===== config.mk =====
export PLATFORM = sky130hd
export DESIGN_NAME = session_mode_controller
export DESIGN_NICKNAME = d
export VERILOG_FILES = /design/src/rtl/smc_pkg.sv /design/src/rtl/smc_step.sv /design/src/rtl/session_mode_controller.sv
export VERILOG_INCLUDE_DIRS = /design/src /design/src/rtl
export SDC_FILE = /design/constraint.sdc
export NUM_CORES = 1
export LEC_CHECK = 0
export ABC_AREA = 1
export BUFFER_PORTS_ARGS = -buffer_cell sky130_fd_sc_hd__buf_2
export CAP_MARGIN = 30
export CORE_AREA = 2 2 202 204
export DETAILED_ROUTE_END_ITERATION = 6
export DIE_AREA = 0 0 204 206
export PLACE_DENSITY_LB_ADDON = 0.15
export SLEW_MARGIN = 20
export SYNTH_ARGS = -nofsm -noshare
export SYNTH_HDL_FRONTEND = slang
export SYNTH_SLANG_ARGS = --single-unit

===== constraint.sdc =====
create_clock -name clk -period 13.6 [get_ports clk]
set_input_delay 2.04 -clock clk [delete_from_list [all_inputs] [get_ports clk]]
set_output_delay 2.04 -clock clk [all_outputs]
set_load 0.02 [all_outputs]

===== src/rtl/session_mode_controller_defines.svh =====
// Assertion macros shared by the session mode controller RTL.
// No dependencies; included by the files that carry concurrent checks.
`ifndef SESSION_MODE_CONTROLLER_DEFINES_SVH
`define SESSION_MODE_CONTROLLER_DEFINES_SVH

// Same-cycle implication, disabled during reset
`define SMC_ASSERT_IMP(label, clk, rst, ante, cons) \
  label: assert property (@(posedge clk) disable iff (rst) (ante) |-> (cons)) \
    else $error("smc check failed");

// Next-cycle implication, disabled during reset
`define SMC_ASSERT_NEXT(label, clk, rst, ante, cons) \
  label: assert property (@(posedge clk) disable iff (rst) (ante) |=> (cons)) \
    else $error("smc check failed");

`endif


===== src/rtl/smc_pkg.sv =====
// Types and constants for the session mode controller.
// No dependencies; used by smc_step and session_mode_controller.
package smc_pkg;

  // Word kinds
  localparam logic [3:0] KIND_TICK        = 4'd0;
  localparam logic [3:0] KIND_START       = 4'd1;
  localparam logic [3:0] KIND_END         = 4'd2;
  localparam logic [3:0] KIND_SANCTUARY   = 4'd3;
  localparam logic [3:0] KIND_PRIME       = 4'd4;
  localparam logic [3:0] KIND_ROUND_START = 4'd5;
  localparam logic [3:0] KIND_ROUND_END   = 4'd6;
  localparam logic [3:0] KIND_TALLY       = 4'd7;
  localparam logic [3:0] KIND_RESTORE     = 4'd8;

  // Modes
  localparam logic [2:0] MODE_NONE      = 3'd0;
  localparam logic [2:0] MODE_SANCTUARY = 3'd1;
  localparam logic [2:0] MODE_TRANQUIL  = 3'd2;
  localparam logic [2:0] MODE_PRIME     = 3'd3;
  localparam logic [2:0] MODE_SUSTAIN   = 3'd4;
  localparam logic [2:0] MODE_RECOVER   = 3'd5;

  // Cues
  localparam logic [2:0] CUE_NONE    = 3'd0;
  localparam logic [2:0] CUE_MODE    = 3'd1;
  localparam logic [2:0] CUE_SUMMARY = 3'd2;
  localparam logic [2:0] CUE_TALLY   = 3'd3;
  localparam logic [2:0] CUE_IMPACT  = 3'd4;

  // Pacer patterns
  localparam logic [1:0] PACER_OFF       = 2'd0;
  localparam logic [1:0] PACER_RESONANCE = 2'd1;
  localparam logic [1:0] PACER_PRIME     = 2'd2;
  localparam logic [1:0] PACER_SIGH      = 2'd3;

  // Pacer phase durations in ms
  localparam logic [11:0] CALM_FIRST_MS    = 12'd4000;
  localparam logic [12:0] CALM_SECOND_MS   = 13'd6000;
  localparam logic [11:0] PRIME_FIRST_MS   = 12'd2000;
  localparam logic [12:0] PRIME_SECOND_MS  = 13'd1000;
  localparam logic [11:0] RECOV_FIRST_MS   = 12'd3000;
  localparam logic [12:0] RECOV_SECOND_MS  = 13'd7000;

  // Register map (index = byte address / 4)
  localparam int unsigned ADDR_W = 4;
  localparam logic [1:0] REG_PRIME_TIMEOUT   = 2'd0;
  localparam logic [1:0] REG_RECOVER_TIMEOUT = 2'd1;
  localparam logic [1:0] REG_RECOVERED_MARGIN = 2'd2;
  localparam logic [1:0] REG_IMPACT_THRESHOLD = 2'd3;

  // Register reset values
  localparam logic [31:0] PRIME_TIMEOUT_RST   = 32'd60000;
  localparam logic [31:0] RECOVER_TIMEOUT_RST = 32'd120000;
  localparam logic [11:0] RECOVERED_MARGIN_RST = 12'd160;
  localparam logic [11:0] IMPACT_THRESHOLD_RST = 12'd128;

  typedef struct packed {
    logic [3:0]        kind;
    logic [31:0]       time_ms;
    logic [11:0]       hr_value;
    logic              hr_valid;
    logic signed [1:0] still_flag;
    logic [11:0]       impact_value;
    logic              impact_valid;
    logic [31:0]       restore_tally;
  } item_t;

  typedef struct packed {
    logic        in_session;
    logic [2:0]  mode;
    logic [31:0] entered_time;
    logic [31:0] tally;
    logic [11:0] resting_rate;
    logic        resting_known;
  } state_t;

  typedef struct packed {
    logic [31:0] prime_timeout_ms;
    logic [31:0] recover_timeout_ms;
    logic [11:0] recovered_margin;
    logic [11:0] impact_threshold;
  } cfg_t;

  typedef struct packed {
    logic [2:0]  cue_type;
    logic [2:0]  current_mode;
    logic [31:0] tally_count;
    logic [8:0]  impact_rounded;
    logic        pacer_enabled;
    logic [11:0] pacer_first_ms;
    logic [12:0] pacer_second_ms;
    logic [1:0]  pacer_pattern;
  } result_t;

  // Round a 1/16 g reading to whole g, ties to even
  function automatic logic [8:0] round_g(input logic [11:0] v);
    logic [8:0] q;
    logic [3:0] r;
    q = {1'b0, v[11:4]};
    r = v[3:0];
    if (r > 4'd8 || (r == 4'd8 && q[0])) begin
      q = q + 9'd1;
    end
    return q;
  endfunction

endpackage


===== src/rtl/smc_step.sv =====
// Next-state and result logic for one word of the session mode controller.
// Depends on smc_pkg; instantiated by session_mode_controller.
module smc_step (
  input  smc_pkg::item_t   item,
  input  smc_pkg::state_t  state,
  input  smc_pkg::cfg_t    cfg,
  output smc_pkg::state_t  state_next,
  output smc_pkg::result_t result
);

  logic [31:0] elapsed;
  logic [12:0] recov_limit;
  logic        still;
  logic        calm;
  logic        prime_done;
  logic        recov_done;
  logic        impact_hit;
  logic [2:0]  cue;
  logic [8:0]  imp_r;
  logic [2:0]  target;
  logic        do_go;

  // Shared terms for ticks
  assign elapsed     = item.time_ms - state.entered_time;
  assign recov_limit = {1'b0, state.resting_rate} + {1'b0, cfg.recovered_margin};
  assign still       = (item.still_flag == 2'sb01);
  assign calm        = (state.mode == smc_pkg::MODE_TRANQUIL) ||
                       (state.mode == smc_pkg::MODE_SANCTUARY);
  assign prime_done  = (state.mode == smc_pkg::MODE_PRIME) &&
                       (elapsed >= cfg.prime_timeout_ms);
  assign recov_done  = (state.mode == smc_pkg::MODE_RECOVER) &&
                       ((state.resting_known && item.hr_valid &&
                         ({1'b0, item.hr_value} <= recov_limit)) ||
                        (elapsed >= cfg.recover_timeout_ms));
  assign impact_hit  = (state.mode == smc_pkg::MODE_SUSTAIN) && item.impact_valid &&
                       (item.impact_value >= cfg.impact_threshold);

  // Decode the word into a state update and a cue
  always_comb begin
    state_next = state;
    cue        = smc_pkg::CUE_NONE;
    imp_r      = '0;
    target     = state.mode;
    do_go      = 1'b0;
    case (item.kind)
      smc_pkg::KIND_START: begin
        state_next.in_session = 1'b1;
        target = smc_pkg::MODE_TRANQUIL;
        do_go  = 1'b1;
      end
      smc_pkg::KIND_END: begin
        state_next.in_session   = 1'b0;
        state_next.mode         = smc_pkg::MODE_NONE;
        state_next.entered_time = '0;
        cue = smc_pkg::CUE_SUMMARY;
      end
      smc_pkg::KIND_RESTORE: begin
        // Always a fresh entry to tranquil
        state_next.in_session   = 1'b1;
        state_next.tally        = item.restore_tally;
        state_next.mode         = smc_pkg::MODE_TRANQUIL;
        state_next.entered_time = item.time_ms;
        cue = smc_pkg::CUE_MODE;
      end
      smc_pkg::KIND_TICK: begin
        if (state.in_session && state.mode != smc_pkg::MODE_NONE) begin
          // Track the lowest still heart rate in calm modes
          if (calm && item.hr_valid && still) begin
            if (!state.resting_known || item.hr_value < state.resting_rate) begin
              state_next.resting_rate = item.hr_value;
            end
            state_next.resting_known = 1'b1;
          end
          if (prime_done || recov_done) begin
            target = smc_pkg::MODE_TRANQUIL;
            do_go  = 1'b1;
          end
          if (impact_hit) begin
            cue   = smc_pkg::CUE_IMPACT;
            imp_r = smc_pkg::round_g(item.impact_value);
          end
        end
      end
      smc_pkg::KIND_SANCTUARY: begin
        target = smc_pkg::MODE_SANCTUARY;
        do_go  = state.in_session;
      end
      smc_pkg::KIND_PRIME: begin
        target = smc_pkg::MODE_PRIME;
        do_go  = state.in_session;
      end
      smc_pkg::KIND_ROUND_START: begin
        target = smc_pkg::MODE_SUSTAIN;
        do_go  = state.in_session;
      end
      smc_pkg::KIND_ROUND_END: begin
        target = smc_pkg::MODE_RECOVER;
        do_go  = state.in_session;
      end
      smc_pkg::KIND_TALLY: begin
        if (state.in_session) begin
          state_next.tally = state.tally + 32'd1;
          cue = smc_pkg::CUE_TALLY;
        end
      end
      default: begin
      end
    endcase
    // Enter a new mode; re-entering the current one is silent
    if (do_go && target != state.mode) begin
      state_next.mode         = target;
      state_next.entered_time = item.time_ms;
      cue = smc_pkg::CUE_MODE;
    end
  end

  // Report with pacer settings of the resulting mode
  always_comb begin
    result.cue_type        = cue;
    result.current_mode    = state_next.mode;
    result.tally_count     = state_next.tally;
    result.impact_rounded  = imp_r;
    result.pacer_enabled   = 1'b0;
    result.pacer_first_ms  = '0;
    result.pacer_second_ms = '0;
    result.pacer_pattern   = smc_pkg::PACER_OFF;
    case (state_next.mode)
      smc_pkg::MODE_SANCTUARY, smc_pkg::MODE_TRANQUIL: begin
        result.pacer_enabled   = 1'b1;
        result.pacer_first_ms  = smc_pkg::CALM_FIRST_MS;
        result.pacer_second_ms = smc_pkg::CALM_SECOND_MS;
        result.pacer_pattern   = smc_pkg::PACER_RESONANCE;
      end
      smc_pkg::MODE_PRIME: begin
        result.pacer_enabled   = 1'b1;
        result.pacer_first_ms  = smc_pkg::PRIME_FIRST_MS;
        result.pacer_second_ms = smc_pkg::PRIME_SECOND_MS;
        result.pacer_pattern   = smc_pkg::PACER_PRIME;
      end
      smc_pkg::MODE_RECOVER: begin
        result.pacer_enabled   = 1'b1;
        result.pacer_first_ms  = smc_pkg::RECOV_FIRST_MS;
        result.pacer_second_ms = smc_pkg::RECOV_SECOND_MS;
        result.pacer_pattern   = smc_pkg::PACER_SIGH;
      end
      default: begin
      end
    endcase
  end

endmodule


===== src/rtl/session_mode_controller.sv =====
// Top level of the session mode controller: input stage, state, result stage, APB registers.
// Depends on smc_pkg, smc_step and session_mode_controller_defines.svh.
//
//   channel   direction  handshake          payload
//   input     in         in_valid/in_ready  kind .. restore_tally
//   result    out        out_valid/out_ready cue_type .. pacer_pattern
//   config    in         APB psel/penable   paddr, pwdata, prdata
//
// One word per cycle sustained while results are taken; a word is registered in the input
// stage and then in the result register before it leaves.
// The input register feeds smc_step, whose output lands in the result register
// and the session state at the same edge, so the next word sees the update.
// A stalled result holds the input stage; one more word is taken and waits there.
// rst is synchronous: both stages empty, state cleared, registers at defaults.
`include "session_mode_controller_defines.svh"

module session_mode_controller (
  input  logic                        clk,
  input  logic                        rst,
  // input words
  input  logic                        in_valid,
  output logic                        in_ready,
  input  logic [3:0]                  kind,
  input  logic [31:0]                 time_ms,
  input  logic [11:0]                 hr_value,
  input  logic                        hr_valid,
  input  logic signed [1:0]           still_flag,
  input  logic [11:0]                 impact_value,
  input  logic                        impact_valid,
  input  logic [31:0]                 restore_tally,
  // result words
  output logic                        out_valid,
  input  logic                        out_ready,
  output logic [2:0]                  cue_type,
  output logic [2:0]                  current_mode,
  output logic [31:0]                 tally_count,
  output logic [8:0]                  impact_rounded,
  output logic                        pacer_enabled,
  output logic [11:0]                 pacer_first_ms,
  output logic [12:0]                 pacer_second_ms,
  output logic [1:0]                  pacer_pattern,
  // configuration
  input  logic                        psel,
  input  logic                        penable,
  input  logic                        pwrite,
  input  logic [smc_pkg::ADDR_W-1:0]  paddr,
  input  logic [31:0]                 pwdata,
  output logic [31:0]                 prdata,
  output logic                        pready
);

  smc_pkg::item_t   in_word;
  smc_pkg::item_t   s1_item;
  logic             s1_valid;
  logic             advance;
  smc_pkg::state_t  state;
  smc_pkg::state_t  state_next;
  smc_pkg::cfg_t    cfg;
  smc_pkg::result_t step_res;
  smc_pkg::result_t res;
  logic             cfg_write;
  logic [1:0]       reg_index;

  // Gather the input word
  assign in_word.kind          = kind;
  assign in_word.time_ms       = time_ms;
  assign in_word.hr_value      = hr_value;
  assign in_word.hr_valid      = hr_valid;
  assign in_word.still_flag    = still_flag;
  assign in_word.impact_value  = impact_value;
  assign in_word.impact_valid  = impact_valid;
  assign in_word.restore_tally = restore_tally;

  // Advance the input stage whenever the result register can take a word
  assign advance  = s1_valid && (!out_valid || out_ready);
  assign in_ready = !s1_valid || advance;

  // Input stage
  always_ff @(posedge clk) begin
    if (rst) begin
      s1_valid <= 1'b0;
    end else if (in_ready) begin
      s1_valid <= in_valid;
    end
  end

  always_ff @(posedge clk) begin
    if (in_valid && in_ready) begin
      s1_item <= in_word;
    end
  end

  smc_step u_step (
    .item       (s1_item),
    .state      (state),
    .cfg        (cfg),
    .state_next (state_next),
    .result     (step_res)
  );

  // Session state
  always_ff @(posedge clk) begin
    if (rst) begin
      state <= '0;
    end else if (advance) begin
      state <= state_next;
    end
  end

  // Result stage
  always_ff @(posedge clk) begin
    if (rst) begin
      out_valid <= 1'b0;
    end else if (advance) begin
      out_valid <= 1'b1;
    end else if (out_ready) begin
      out_valid <= 1'b0;
    end
  end

  always_ff @(posedge clk) begin
    if (advance) begin
      res <= step_res;
    end
  end

  assign cue_type        = res.cue_type;
  assign current_mode    = res.current_mode;
  assign tally_count     = res.tally_count;
  assign impact_rounded  = res.impact_rounded;
  assign pacer_enabled   = res.pacer_enabled;
  assign pacer_first_ms  = res.pacer_first_ms;
  assign pacer_second_ms = res.pacer_second_ms;
  assign pacer_pattern   = res.pacer_pattern;

  // APB register file
  assign pready    = 1'b1;
  assign cfg_write = psel && penable && pwrite && pready;
  assign reg_index = paddr[smc_pkg::ADDR_W-1:2];

  always_ff @(posedge clk) begin
    if (rst) begin
      cfg.prime_timeout_ms   <= smc_pkg::PRIME_TIMEOUT_RST;
      cfg.recover_timeout_ms <= smc_pkg::RECOVER_TIMEOUT_RST;
      cfg.recovered_margin   <= smc_pkg::RECOVERED_MARGIN_RST;
      cfg.impact_threshold   <= smc_pkg::IMPACT_THRESHOLD_RST;
    end else if (cfg_write) begin
      case (reg_index)
        smc_pkg::REG_PRIME_TIMEOUT:    cfg.prime_timeout_ms   <= pwdata;
        smc_pkg::REG_RECOVER_TIMEOUT:  cfg.recover_timeout_ms <= pwdata;
        smc_pkg::REG_RECOVERED_MARGIN: cfg.recovered_margin   <= pwdata[11:0];
        smc_pkg::REG_IMPACT_THRESHOLD: cfg.impact_threshold   <= pwdata[11:0];
        default: begin
        end
      endcase
    end
  end

  // Read back
  always_comb begin
    case (reg_index)
      smc_pkg::REG_PRIME_TIMEOUT:    prdata = cfg.prime_timeout_ms;
      smc_pkg::REG_RECOVER_TIMEOUT:  prdata = cfg.recover_timeout_ms;
      smc_pkg::REG_RECOVERED_MARGIN: prdata = {20'd0, cfg.recovered_margin};
      smc_pkg::REG_IMPACT_THRESHOLD: prdata = {20'd0, cfg.impact_threshold};
      default:                       prdata = '0;
    endcase
  end

  // Checks
  `SMC_ASSERT_IMP(a_mode_none_out_of_session, clk, rst,
    !state.in_session, state.mode == smc_pkg::MODE_NONE)
  `SMC_ASSERT_IMP(a_impact_only_in_sustain, clk, rst,
    out_valid && cue_type == smc_pkg::CUE_IMPACT, current_mode == smc_pkg::MODE_SUSTAIN)
  `SMC_ASSERT_IMP(a_rounded_only_on_impact, clk, rst,
    out_valid && impact_rounded != 9'd0, cue_type == smc_pkg::CUE_IMPACT)
  `SMC_ASSERT_IMP(a_pacer_follows_mode, clk, rst,
    out_valid, pacer_enabled ==
    (current_mode != smc_pkg::MODE_NONE && current_mode != smc_pkg::MODE_SUSTAIN))
  `SMC_ASSERT_NEXT(a_stage_holds_on_stall, clk, rst,
    s1_valid && !advance, s1_valid && $stable(s1_item))

endmodule


==> summary.md <==
| Metric | Value |
|---|---|
| Max clock buf depth | 3 |
| Slew Limit Fails | 0 |
| Vias in the first global route | 14200 |
| Share of layout cells above drive strength 1 | 0.152 |
| # rows | 74 |
| Iteration-0 DRC count of the detailed router | 819 |
| Synth Cell Area | 17700 sq um |
| Crit-path max cell delay | 0.50 ns |
| R2R setup slack | 7.24 ns |
| Total die area | 42000 sq um |
| Root Buffer | clkbuf_16 |
| CTS tree | done |
| Worst Path Max Fanout | 33 |
| WS Path Type | reg2reg |
| Final Setup Violations | 0 |
| Worst-case reg-to-reg path depth | 40 |
| Total track usage | 0.228 |
| Hold path cells | 2 |
| GPL Wtd Cong | 0.911 |
| Leakage | 0.00895 uW |
| Placed Cells | 2824 |
| Number of routed nets with antenna violations | 0 |
| RR Startpoint | s1_item[60]$_DFFE_PP_ |
| Arr. time, crit path | 6.77 ns |
| Most common cell after layout, fill and taps aside | nand2_1 |
| Largest net degree at the start of global routing | 103 |
| CORE AREA | 40200 sq um |
| Worst min-delay path class | reg2reg |
| Setup crit end kind | register |
| Initial core utilization | 0.440 |
| Avg WL per Cell | 16.7 um |
| # Post-CTS Setup Buffers | 0 |
| Slew at the pin closest to its max-slew limit | 0.947 ns |
| Worst setup SP type | register |
| Syn Area/Cell | 8.28 sq um |
| Final core occ | 0.512 |
| Crit path time final | 6.36 ns |
| Clk sinks | 321 |
| Most frequent cell on the critical path | nand2_1 |
| Final WL | 48.4 mm |
| Netlist cell types | 50 |
| Synth warn | 0 |
| Seq/Total Area, Yosys | 0.449 |
| # IOs | 249 |
| Unrepaired setup endpoints after global routing | no |
| Clk Latency, worst-skew pair | 0.56 ns |
| Die Width | 204 um |
| Critical path required time | 14.01 ns |
| Clock transition at path regs | 0.06 ns |
| Clock Skew | 0.0143 ns |
| DP HPWL | 35.3 mm |
| Syn Inst Count | 2134 |
| CP max stage cell | o21ai_0 |
| # H-tree levels | 2 |
| Final hold vios | 0 |
| Hold path endpoint | state[55]$_SDFFE_PP0P_ |
| Worst min-delay path startpoint | state[55]$_SDFFE_PP0P_ |
| First-pass GRT wire length | 75.5 mm |
| Final net count | 2621 |
| Via count | 15000 |
| I/O Buffers | 239 |
| Hold WS | 0.464 ns |
| Setup TNS | 0 ns |
| Drt drc | 0 |
| 1st-pass router iterations | 5 |
| DP Worst Slack | 7.23 ns |
| Remaining Overflow, GRT | 0 |
| Commonest cells after routing, fill and taps aside | 383 x nand2_1, 273 x inv_1, 239 x buf_2, 222 x a21oi_1, 173 x o21ai_0 |
| Register bit total from synthesis | 321 |
| Max-slew headroom | 0.368 |
| Cell Pwr Density | 122 nW/um^2 |
| Period utilisation layout | 0.468 |
| Resize count post-CTS | 0 |
| Maximum achievable frequency | 157 MHz |
| Setup ws final | 7.24 ns |
| Final cell count without fillers | 2900 |
| Die Ht | 206 um |
| Filler cell count | 3845 |
| Run status | complete, no violations |
| Worst R2R End | state[76]$_SDFFE_PP0P_ |
| Worst vdd rail ir drop | 88.6 uV |
| Number of max-cap violations | 0 |
| Number of CTS-inserted buffers | 39 |
| Via density | 5.16 |
| Layout area overhead | 16.4% |
| Initial antenna violation count | 3 |
| Hold Buf Count CTS | 0 |
layout make-up:
class | count | area, sq um | area share
Multi-Input combinational cell | 1431 | 8190 | 0.398
Sequential cell | 321 | 7930 | 0.385
Timing Repair Buffer | 255 | 1340 | 0.0652
Clock buffer | 53 | 1140 | 0.0555
Inverter | 288 | 1090 | 0.0528
Tap cell | 532 | 666 | 0.0324
Clock inverter | 19 | 209 | 0.0102
Antenna cell | 1 | 2.50 | 0.000122
cells by family (layout without fill, tap and decap cells):
group,after synthesis,after routing,synth area share
compound gates,522,522,0.162
xor+xnor,53,53,0.0263
fa+ha+maj,146,146,0.104
buf+inv,387,615,0.0889
flops,321,321,0.449
other cells,2,8,0.000425
simple gates,703,703,0.170
flip-flops by register name (all words and copies together) (netlist names):
| signal | cells |
|---|---|
| cfg | 88 |
| cue_type | 3 |
| current_mode | 3 |
| impact_rounded | 9 |
| out_valid | 1 |
| pacer_first_ms | 5 |
| pacer_pattern | 1 |
| pacer_second_ms | 1 |
| s1_item | 96 |
| s1_valid | 1 |
| state | 81 |
| tally_count | 32 |
per-stage QoR:
step	cell area, sq um	total power (uW)
global placement	19200	1430
global route	20600	2620
finish	20600	2510
detailed placement	19200	1440
floorplan	17700	1330
CTS	20500	2530
critical path, delay by kind of cell (launching register included):
family                     cells  cell delay, ns
and+or+nand+nor               29            3.39
xor gates and xnor gates       1            0.34
adders and majority gates      3            0.72
DFF                            1            0.37
buffers and inverters          2            0.14
AOI/OAI and AO/OA              5            1.22
how the worst max path moves through the flow:
stage | start | to | slack [ns] | cells after the start
finish | s1_item[60]$_DFFE_PP_ | state[76]$_SDFFE_PP0P_ | 7.24 | 40
floorplan | paddr[2] | prdata[10] | 8.66 | 8
global route | s1_item[60]$_DFFE_PP_ | state[72]$_SDFFE_PP0P_ | 6.63 | 39
detailed placement | s1_item[60]$_DFFE_PP_ | state[76]$_SDFFE_PP0P_ | 7.23 | 40
global placement | s1_item[60]$_DFFE_PP_ | state[76]$_SDFFE_PP0P_ | 7.31 | 39
CTS | s1_item[60]$_DFFE_PP_ | state[76]$_SDFFE_PP0P_ | 7.19 | 39
report_power, final:
part	leakage (uW)	switching [uW]	internal (uW)
Combinational	0.00543	221	118
Sequential	0.00286	24.7	1060
Clock	0.000664	420	668
Total	0.00895	666	1840
cell usage after synthesis, drive strengths merged:
cell type,count,area [sq um]
nand2,390,1490
inv,287,1080
a21oi,222,1110
o21ai,200,1000
dfxtp,171,3420
nor2,160,631
edfxtp,150,4500
ha,144,1800
nand3,97,500
clkbuf,64,240
xor2,42,368
buf,35,249
o211ai,33,253
nor3,27,165
o22ai,20,125
nand4,16,106
o221ai,13,114
xnor2,11,96.3
a31oi,7,43.8
a21o,6,45.0
nor4,6,52.6
o21a,5,37.5
o21bai,4,30.0
o31ai,4,30.0
a211oi,3,22.5
nand3b,3,22.5
a21boi,2,15.0
conb,2,7.51
fa,2,40.0
nor3b,2,15.0
a221oi,1,8.76
and3,1,6.26
clkinv,1,3.75
o311ai,1,8.76
o41ai,1,8.76
or2,1,6.26
layer usage:
| layer | wire (um) | global-route usage |
|---|---|---|
| met5 | 32 | 0 |
| met4 | 1110 | 0.0740 |
| met3 | 2360 | 0.0336 |
| met2 | 23400 | 0.391 |
| met1 | 21500 | 0.297 |
No activity file was read; power rests on OpenSTA's default activity.
